<file path="config.mk">
export PLATFORM = sky130hd
export DESIGN_NAME = retransmit_slot_table_unit
export DESIGN_NICKNAME = d
export VERILOG_FILES = /design/src/sv/rstab_pkg.sv /design/src/sv/rstab_ram.sv /design/src/sv/retransmit_slot_table_unit.sv
export VERILOG_INCLUDE_DIRS = /design/src /design/src/sv
export SDC_FILE = /design/constraint.sdc
export NUM_CORES = 2
export LEC_CHECK = 0
export BUFFER_PORTS_ARGS = -buffer_cell sky130_fd_sc_hd__buf_2
export CELL_PAD_IN_SITES_DETAIL_PLACEMENT = 1
export CELL_PAD_IN_SITES_GLOBAL_PLACEMENT = 1
export CORE_MARGIN = 10
export CORE_UTILIZATION = 35
export CTS_CLUSTER_DIAMETER = 80
export DETAILED_ROUTE_END_ITERATION = 16
export PLACE_DENSITY = 0.61
export SKIP_CTS_REPAIR_TIMING = 1
export SYNTH_ARGS = -nofsm -noshare
export SYNTH_HDL_FRONTEND = slang
export SYNTH_SLANG_ARGS = --single-unit
</file>
<file path="constraint.sdc">
create_clock -name clock -period 30.8 [get_ports clock]
set_clock_uncertainty 0.15 [all_clocks]
set_input_delay 3.08 -clock clock [delete_from_list [all_inputs] [get_ports clock]]
set_output_delay 3.08 -clock clock [all_outputs]
set_load 0.03 [all_outputs]
</file>
<file path="src/sv/retransmit_slot_table_unit_assert.svh">
// Assertion macros for the retransmit slot table.
`ifndef RETRANSMIT_SLOT_TABLE_UNIT_ASSERT_SVH
`define RETRANSMIT_SLOT_TABLE_UNIT_ASSERT_SVH
`ifndef SYNTHESIS
// A condition that holds at every clock edge outside reset.
`define RSTU_ASSERT_HOLD(lbl, clk, rst, prop) \
   lbl: assert property (@(posedge clk) disable iff (rst) (prop)) \
      else $error("retransmit slot table: invariant violated");
// A consequence that must hold in the cycle after its trigger.
`define RSTU_ASSERT_NEXT(lbl, clk, rst, ante, cons) \
   lbl: assert property (@(posedge clk) disable iff (rst) (ante) |=> (cons)) \
      else $error("retransmit slot table: sequence violated");
`else
`define RSTU_ASSERT_HOLD(lbl, clk, rst, prop)
`define RSTU_ASSERT_NEXT(lbl, clk, rst, ante, cons)
`endif
`endif

</file>
<file path="src/sv/rstab_pkg.sv">
// Shared types and constants of the retransmit slot table.
package rstab_pkg;

   localparam int SLOTS_DEFAULT = 16;
   localparam logic [7:0] RESEND_RESET = 8'd3;

   localparam logic [1:0] CMD_RESERVE = 2'd0;
   localparam logic [1:0] CMD_PUSH    = 2'd1;
   localparam logic [1:0] CMD_NEXT    = 2'd2;
   localparam logic [1:0] CMD_CLEAR   = 2'd3;

   // One stored entry: handle, send time and remaining retry budget.
   typedef struct packed {
      logic [31:0] tag;
      logic [31:0] stamp;
      logic [7:0]  retries;
   } entry_type;

   localparam int ENTRY_W = $bits(entry_type);

endpackage

</file>
<file path="src/sv/rstab_ram.sv">
// Simple dual-port entry memory with one write port and a registered read port.
module rstab_ram #(
   parameter int DEPTH  = rstab_pkg::SLOTS_DEFAULT,
   parameter int WIDTH  = rstab_pkg::ENTRY_W,
   parameter int ADDR_W = 4
) (
   input  logic              clock,
   input  logic              wr_en,
   input  logic [ADDR_W-1:0] wr_addr,
   input  logic [WIDTH-1:0]  wr_data,
   input  logic              rd_en,
   input  logic [ADDR_W-1:0] rd_addr,
   output logic [WIDTH-1:0]  rd_data
);

   logic [WIDTH-1:0] mem [DEPTH];
   logic [WIDTH-1:0] rd_data_ff;

   always_ff @(posedge clock) begin
      if (wr_en) begin
         mem[wr_addr] <= wr_data;
      end
      if (rd_en) begin
         rd_data_ff <= mem[rd_addr];
      end
   end

   assign rd_data = rd_data_ff;

endmodule

</file>
<file path="src/sv/retransmit_slot_table_unit.sv">
// Top level of the retransmit slot table: command sequencer, slot flags and entry memory.
//
//   Channel  Direction  Handshake             Payload
//   req      in         req_tvalid/tready     tuser = cmd, tdata = entry and clear fields
//   rsp      out        rsp_tvalid/tready     tdata = grant, pick result, held count
//   csr      in         csr_wr_en             csr_wr_data = resend interval
//
// Reserve and clear finish in the accept cycle; their result reaches rsp through the done
// state and the output register. Push walks the slot flags one per cycle. Next reads the
// entry memory one slot per cycle through its registered read port and evaluates each
// slot as its entry comes out, so a pick visits every slot.
// Reset clears the slot flags, the held count and the handshakes at once; there is no sweep.
// One command is worked on at a time; a new one is taken while the last result still waits.
`include "retransmit_slot_table_unit_assert.svh"

module retransmit_slot_table_unit #(
   parameter int SLOTS = rstab_pkg::SLOTS_DEFAULT
) (
   input  logic         clock,
   input  logic         reset,
   // Command channel.
   input  logic         req_tvalid,
   output logic         req_tready,
   input  logic [1:0]   req_tuser,   // [1:0] cmd
   input  logic [111:0] req_tdata,   // [31:0] entry_tag, [63:32] entry_time,
                                     // [71:64] entry_retries, [103:72] now_seconds,
                                     // [111:104] slot_index
   // Result channel.
   output logic         rsp_tvalid,
   input  logic         rsp_tready,
   output logic [63:0]  rsp_tdata,   // [0] reserve_granted, [1] found, [9:2] found_slot,
                                     // [41:10] found_tag, [49:42] found_retries_left,
                                     // [57:50] held_count, [63:58] zero
   // Resend interval register.
   input  logic         csr_wr_en,
   input  logic [7:0]   csr_wr_data
);

   localparam int IDX_W = (SLOTS > 1) ? $clog2(SLOTS) : 1;
   localparam logic [IDX_W-1:0] LAST_IDX = IDX_W'(SLOTS - 1);
   localparam logic [7:0] SLOTS_B = 8'(SLOTS);

   localparam logic [1:0] ST_IDLE = 2'd0;
   localparam logic [1:0] ST_SCAN = 2'd1;
   localparam logic [1:0] ST_DONE = 2'd2;

   // Input fields.
   logic [1:0]  in_cmd;
   logic [31:0] in_tag;
   logic [31:0] in_time;
   logic [7:0]  in_retries;
   logic [31:0] in_now;
   logic [7:0]  in_index;

   assign in_cmd     = req_tuser;
   assign in_tag     = req_tdata[31:0];
   assign in_time    = req_tdata[63:32];
   assign in_retries = req_tdata[71:64];
   assign in_now     = req_tdata[103:72];
   assign in_index   = req_tdata[111:104];

   logic [1:0]       state_ff, state_in;
   logic [1:0]       cmd_ff;
   logic [31:0]      tag_ff, time_ff, now_ff;
   logic [7:0]       retries_ff;
   logic [7:0]       interval_ff;
   logic [SLOTS-1:0] used_ff, used_in;
   logic [7:0]       reserved_ff, reserved_in;
   logic [IDX_W-1:0] scan_cnt_ff, scan_cnt_in;
   logic             issue_ff, issue_in;
   logic             pipe_vld_ff, pipe_vld_in;
   logic [IDX_W-1:0] pipe_idx_ff, pipe_idx_in;
   logic             res_granted_ff, res_granted_in;
   logic             res_found_ff, res_found_in;
   logic [7:0]       res_slot_ff, res_slot_in;
   logic [31:0]      res_tag_ff, res_tag_in;
   logic [7:0]       res_ret_ff, res_ret_in;
   logic             rsp_valid_ff, rsp_valid_in;
   logic [63:0]      rsp_data_ff, rsp_data_in;

   // Entry memory ports.
   logic                     mem_wr_en;
   logic [IDX_W-1:0]         mem_wr_addr;
   rstab_pkg::entry_type     mem_wr_entry;
   logic                     mem_rd_en;
   logic [rstab_pkg::ENTRY_W-1:0] mem_rd_data;
   rstab_pkg::entry_type     rd_entry;

   // Pick evaluation of the slot whose entry has just come out of memory.
   logic        cur_used;
   logic [31:0] age;
   logic        due;
   logic [7:0]  new_ret;
   logic        accept;
   logic        rsp_load;
   logic        pick_scan;

   assign accept    = req_tvalid && req_tready;
   assign rsp_load  = (state_ff == ST_DONE) && (!rsp_valid_ff || rsp_tready);
   assign rd_entry  = rstab_pkg::entry_type'(mem_rd_data);
   assign pick_scan = (state_ff == ST_SCAN) && (cmd_ff == rstab_pkg::CMD_NEXT);

   assign cur_used = used_ff[pipe_idx_ff];
   assign age      = now_ff - rd_entry.stamp;
   assign due      = cur_used && !res_found_ff && (age >= {24'd0, interval_ff});
   // A picked entry with no retries left stays at zero and expires below.
   assign new_ret  = (due && (rd_entry.retries != 8'd0)) ? rd_entry.retries - 8'd1
                                                         : rd_entry.retries;

   always_comb begin
      state_in       = state_ff;
      used_in        = used_ff;
      reserved_in    = reserved_ff;
      scan_cnt_in    = scan_cnt_ff;
      issue_in       = issue_ff;
      pipe_vld_in    = 1'b0;
      pipe_idx_in    = pipe_idx_ff;
      res_granted_in = res_granted_ff;
      res_found_in   = res_found_ff;
      res_slot_in    = res_slot_ff;
      res_tag_in     = res_tag_ff;
      res_ret_in     = res_ret_ff;
      mem_wr_en      = 1'b0;
      mem_wr_addr    = scan_cnt_ff;
      mem_wr_entry   = '{tag: tag_ff, stamp: time_ff, retries: retries_ff};
      mem_rd_en      = 1'b0;

      unique case (state_ff)
         ST_IDLE: begin
            if (accept) begin
               res_granted_in = 1'b0;
               res_found_in   = 1'b0;
               res_slot_in    = 8'd0;
               res_tag_in     = 32'd0;
               res_ret_in     = 8'd0;
               scan_cnt_in    = '0;
               issue_in       = 1'b1;
               unique case (in_cmd)
                  rstab_pkg::CMD_RESERVE: begin
                     if (reserved_ff < SLOTS_B) begin
                        reserved_in    = reserved_ff + 8'd1;
                        res_granted_in = 1'b1;
                     end
                     state_in = ST_DONE;
                  end
                  rstab_pkg::CMD_CLEAR: begin
                     if ((in_index < SLOTS_B) && used_ff[in_index[IDX_W-1:0]]) begin
                        used_in[in_index[IDX_W-1:0]] = 1'b0;
                        if (reserved_ff != 8'd0) begin
                           reserved_in = reserved_ff - 8'd1;
                        end
                     end
                     state_in = ST_DONE;
                  end
                  rstab_pkg::CMD_PUSH,
                  rstab_pkg::CMD_NEXT: begin
                     state_in = ST_SCAN;
                  end
                  default: begin
                     state_in = ST_DONE;
                  end
               endcase
            end
         end
         ST_SCAN: begin
            if (cmd_ff == rstab_pkg::CMD_PUSH) begin
               // First free slot takes the entry; a full table drops it.
               if (!used_ff[scan_cnt_ff]) begin
                  mem_wr_en            = 1'b1;
                  used_in[scan_cnt_ff] = 1'b1;
                  state_in             = ST_DONE;
               end else if (scan_cnt_ff == LAST_IDX) begin
                  state_in = ST_DONE;
               end else begin
                  scan_cnt_in = scan_cnt_ff + 1'b1;
               end
            end else begin
               // Reads run one slot ahead of the evaluation; each slot is read once
               // and written back at most once, so the two never meet on one entry.
               if (issue_ff) begin
                  mem_rd_en   = 1'b1;
                  pipe_vld_in = 1'b1;
                  pipe_idx_in = scan_cnt_ff;
                  if (scan_cnt_ff == LAST_IDX) begin
                     issue_in = 1'b0;
                  end else begin
                     scan_cnt_in = scan_cnt_ff + 1'b1;
                  end
               end
               if (pipe_vld_ff) begin
                  mem_wr_addr  = pipe_idx_ff;
                  mem_wr_entry = '{tag: rd_entry.tag, stamp: now_ff, retries: new_ret};
                  if (due) begin
                     mem_wr_en    = 1'b1;
                     res_found_in = 1'b1;
                     res_slot_in  = 8'(pipe_idx_ff);
                     res_tag_in   = rd_entry.tag;
                     res_ret_in   = new_ret;
                  end
                  if (cur_used && (new_ret == 8'd0)) begin
                     used_in[pipe_idx_ff] = 1'b0;
                     if (reserved_ff != 8'd0) begin
                        reserved_in = reserved_ff - 8'd1;
                     end
                  end
                  if (pipe_idx_ff == LAST_IDX) begin
                     state_in = ST_DONE;
                  end
               end
            end
         end
         ST_DONE: begin
            if (rsp_load) begin
               state_in = ST_IDLE;
            end
         end
         default: begin
            state_in = ST_IDLE;
         end
      endcase
   end

   // Output register: loaded from the finished command, emptied when taken.
   always_comb begin
      rsp_valid_in = rsp_valid_ff;
      rsp_data_in  = rsp_data_ff;
      if (rsp_load) begin
         rsp_valid_in = 1'b1;
         rsp_data_in  = {6'd0, reserved_ff, res_ret_ff, res_tag_ff, res_slot_ff,
                         res_found_ff, res_granted_ff};
      end else if (rsp_tready) begin
         rsp_valid_in = 1'b0;
      end
   end

   always_ff @(posedge clock) begin
      if (reset) begin
         state_ff     <= ST_IDLE;
         used_ff      <= '0;
         reserved_ff  <= 8'd0;
         interval_ff  <= rstab_pkg::RESEND_RESET;
         pipe_vld_ff  <= 1'b0;
         issue_ff     <= 1'b0;
         rsp_valid_ff <= 1'b0;
      end else begin
         state_ff     <= state_in;
         used_ff      <= used_in;
         reserved_ff  <= reserved_in;
         pipe_vld_ff  <= pipe_vld_in;
         issue_ff     <= issue_in;
         rsp_valid_ff <= rsp_valid_in;
         if (csr_wr_en) begin
            interval_ff <= csr_wr_data;
         end
      end
   end

   always_ff @(posedge clock) begin
      if (accept) begin
         cmd_ff     <= in_cmd;
         tag_ff     <= in_tag;
         time_ff    <= in_time;
         retries_ff <= in_retries;
         now_ff     <= in_now;
      end
      scan_cnt_ff    <= scan_cnt_in;
      pipe_idx_ff    <= pipe_idx_in;
      res_granted_ff <= res_granted_in;
      res_found_ff   <= res_found_in;
      res_slot_ff    <= res_slot_in;
      res_tag_ff     <= res_tag_in;
      res_ret_ff     <= res_ret_in;
      rsp_data_ff    <= rsp_data_in;
   end

   rstab_ram #(
      .DEPTH  (SLOTS),
      .WIDTH  (rstab_pkg::ENTRY_W),
      .ADDR_W (IDX_W)
   ) u_entry_ram (
      .clock   (clock),
      .wr_en   (mem_wr_en),
      .wr_addr (mem_wr_addr),
      .wr_data (mem_wr_entry),
      .rd_en   (mem_rd_en),
      .rd_addr (scan_cnt_ff),
      .rd_data (mem_rd_data)
   );

   assign req_tready = (state_ff == ST_IDLE);
   assign rsp_tvalid = rsp_valid_ff;
   assign rsp_tdata  = rsp_data_ff;

   // The held count never passes the number of slots.
   `RSTU_ASSERT_HOLD(a_held_bound, clock, reset, reserved_ff <= SLOTS_B)
   // Memory read results are only evaluated during a pick scan.
   `RSTU_ASSERT_HOLD(a_pipe_in_scan, clock, reset, !pipe_vld_ff || pick_scan)
   // Only one command is in flight at a time.
   `RSTU_ASSERT_NEXT(a_one_in_flight, clock, reset, accept, !req_tready)
   // A result never claims both a grant and a pick.
   `RSTU_ASSERT_HOLD(a_rsp_kind, clock, reset, !(rsp_valid_ff && rsp_data_ff[0] && rsp_data_ff[1]))

endmodule
</file>
==> metrics <==
status completed; CTS root buf clkbuf_16; cell count after placement 5270; worst r2r path cells 20; Synth top area share 0.736; routed vias slightly below 30000; reg2reg end u_entry_ram.mem[9][26]; final slew viol count 0; WS Path Type register to register; hold depth 0; Net Sw Frac 0.246; Die Span Y ~430 um; Final Hold Fails 0; Top FF cell, synth edfxtp_1; clock-pin slew on the worst setup and hold paths 0.06 ns; Synth area leaders edfxtp_1 74%, mux4_2 14%, nand2_1 1.7%, dfxtp_1 1.3%, ha_1 1.1%; Net Sw Power 1170 uW; Reg2Reg Setup Slack 23.74 ns; CP Launch Type register; Setup-failing EPs final 0; P_int around 3600 uW; post-synthesis cell type count 84; Avg Vias per Cell around 5.3; post-synthesis compound-gate area fraction 0.0320; cell taking the most area after synthesis edfxtp_1; CTS tree built; row cnt 150; post-synthesis register bit count roughly 1500; top-count cell post-synth edfxtp_1; VDD IR max 0.0531 mV; Sink Count about 1500; clk_lat worst skew approximately 0.8 ns; vias in the first global route 31500; Final period util 0.229; synthesized area around 60000 um2; area grow syn2layout 15.1%; Starting Density 0.352; Post-Route Setup TNS 0 ns; largest family of logic cells by synthesized area multiplexers; Post-Synth XOR/XNOR Area 0.00356; Post-Synth Simple-Gate Area 0.0436; crit end category register; worst reg2reg path startpoint now_ff[3]; H-Tree Level Count 4; Lkg Pwr about 0.022 uW; syn avg cell area between 15 and 20 um2; crit-path max FO 40; fmax ~140 MHz; first-pass GRT wire length about 220000 um; largest net degree at the start of global routing about 140; worst slew pin tran 1.23 ns; Hold Path End rsp_tdata[19]; HPWL after DPL about 93000 um; required time worst endpoint roughly 31 ns; Top-Level Pins ~190; sequential fraction of design power 0.488; Mapped Cells 2968; Adder-Cell Fraction of Synth Area 0.0110; max_slew headroom 0.172; CTS Buf Count about 160; min Tclk post-route approximately 7.1 ns; remaining antenna violation count 0; # nets final ~3400; non-filler cells, final roughly 5600; RSZ-0062 raised after global routing false; Core ar. roughly 170000 um2; proportion of layout cells with a drive suffix above 1 0.265; Die Width ~430 um; yosys warns 0; EDFF count, synth between 1000 and 1500; clock share of power 0.397; Total GRT Usage 0.164; post-synthesis sequential area ratio 0.749; Worst Path Arrival 7.37 ns; number of max-cap violations 0; most frequent cells after synthesis 1438 x edfxtp_1, 375 x mux4_2, 268 x nand2_1, 92 x clkbuf_1, 87 x nor2_1; initial antenna violation count 10; wire length per cell between 20 and 30 um; DRT iter0 DRCs 2747; Die ar. roughly 180000 um2; Placer Congestion between 0.7 and 0.8; DRT Wirelength around 150000 um; multiplexer share of the synthesized area 0.146; total grt overflow 0; pwr/cell area 70.2 nW/um2; DRC 0; Min-Delay Path Class register to register; Pre-antenna DRT Iters 5; IO buf count around 180; Setup crit start now_ff[3]; Combinational Power Share 0.115; Synth async-reset ratio 0; share of the core filled with cells 0.405; Max Root-Sink Buffers 3; Worst Min Path Start res_tag_ff[9]
==> critical path, stage by stage, from the launching register on <==
cell and delay [ns]:
edfxtp_1 0.39, ha_1 0.37, and2_4 0.19, a221o_1 0.36, or2_2 0.33, a21o_1 0.18, a21oi_1 0.17, xnor2_1 0.14
ha_1 0.26, a221oi_1 0.27, o211ai_1 0.14, nor4_1 0.25, nand4_1 0.13, or4_4 0.56, nor4_4 0.65, nor2_1 0.28
a31oi_1 0.51, or3_1 0.45, nor2_4 0.03, buf_4 0.39, buf_4 0.43
==> power by group through the flow <==
stage	sequential, uW	clock, uW	combinational [uW]
floorplan	2360	0	366
global placement	2350	0	554
detailed placement	2360	0	559
CTS	2310	1930	561
global route	2320	2010	592
finish	2310	1880	545
==> cell type report <==
cell class,instances,area (um2)
timing repair buffer,243,1380
clock inverter,82,905
antenna,3,7.51
multi-input combinational,1288,14100
fill,15900,99300
tap,2204,2760
sequential,1475,43900
inverter,60,235
clock buffer,206,4240
==> kinds of logic (layout without fill, tap and decap cells) <==
| group | after synthesis | after routing |
|---|---|---|
| other | 1 | 13 |
| XOR/XNOR | 23 | 23 |
| flip-flops | 1475 | 1475 |
| AO/OA/AOI/OAI | 265 | 265 |
| adder cells (fa/ha/maj) | 51 | 51 |
| buffers and inverters | 214 | 591 |
| multiplexers | 388 | 388 |
| AND/OR/NAND/NOR | 551 | 551 |
==> metal layers <==
layer  vias to the layer above  track usage  part of all wire
met4                         4       0.0477             0.022
met2                       804        0.269              0.49
met5                         -            0           0.00018
met3                       221       0.0347             0.054
met1                     15900        0.220              0.43
li1                      12600            -                 -
==> cells in the final DEF, fill, tap and decap left out, types with 50 or more instances in the layout <==
cell	synthesis	final
a21oi_1	64	63
buf_2	6	182
buf_4	10	60
clkbuf_16	0	163
edfxtp_1	1438	1438
ha_1	50	50
inv_1	57	56
mux4_2	375	375
nand2_1	268	268
nor2_1	87	83
==> sequential cells by signal, summed over array words and instances, names as in the netlist, 2 cells and up <==
| name | cells |
|---|---|
| u_entry_ram.rd_data | 72 |
| time_ff | 32 |
| state_ff | 2 |
| u_entry_ram.mem | 1152 |
| tag_ff | 32 |
| reserved_ff | 8 |
| rsp_tdata | 54 |
| interval_ff | 8 |
| now_ff | 32 |
| res_tag_ff | 32 |
| res_slot_ff | 4 |
| pipe_idx_ff | 4 |
| retries_ff | 8 |
| used_ff | 16 |
| cmd_ff | 2 |
| res_ret_ff | 8 |
| scan_cnt_ff | 4 |
==> stage by stage <==
step                hold slack (ns)  total power (uW)  setup slack (ns)  area [um2]
finish                        0.260              4740             23.74       67500
global route                  0.264              4920             23.37       67500
CTS                           0.259              4810             23.69       67500
detailed placement            0.255              2920             23.72       62300
global placement              0.252              2910             23.73       62300
floorplan                     0.250              2720             19.94       58700
==> worst max-delay path by stage <==
stage / end / slack, ns / cells past startpoint
after global placement: u_entry_ram.mem[9][27] / 23.73 / 20
after detailed placement: u_entry_ram.mem[9][20] / 23.72 / 20
final: u_entry_ram.mem[9][26] / 23.74 / 20
after global routing: u_entry_ram.mem[1][25] / 23.37 / 19
after floorplan: u_entry_ram.mem[0][0] / 19.94 / 17
after CTS: u_entry_ram.mem[5][15] / 23.69 / 19
No activity file was read; power rests on OpenSTA's default activity.
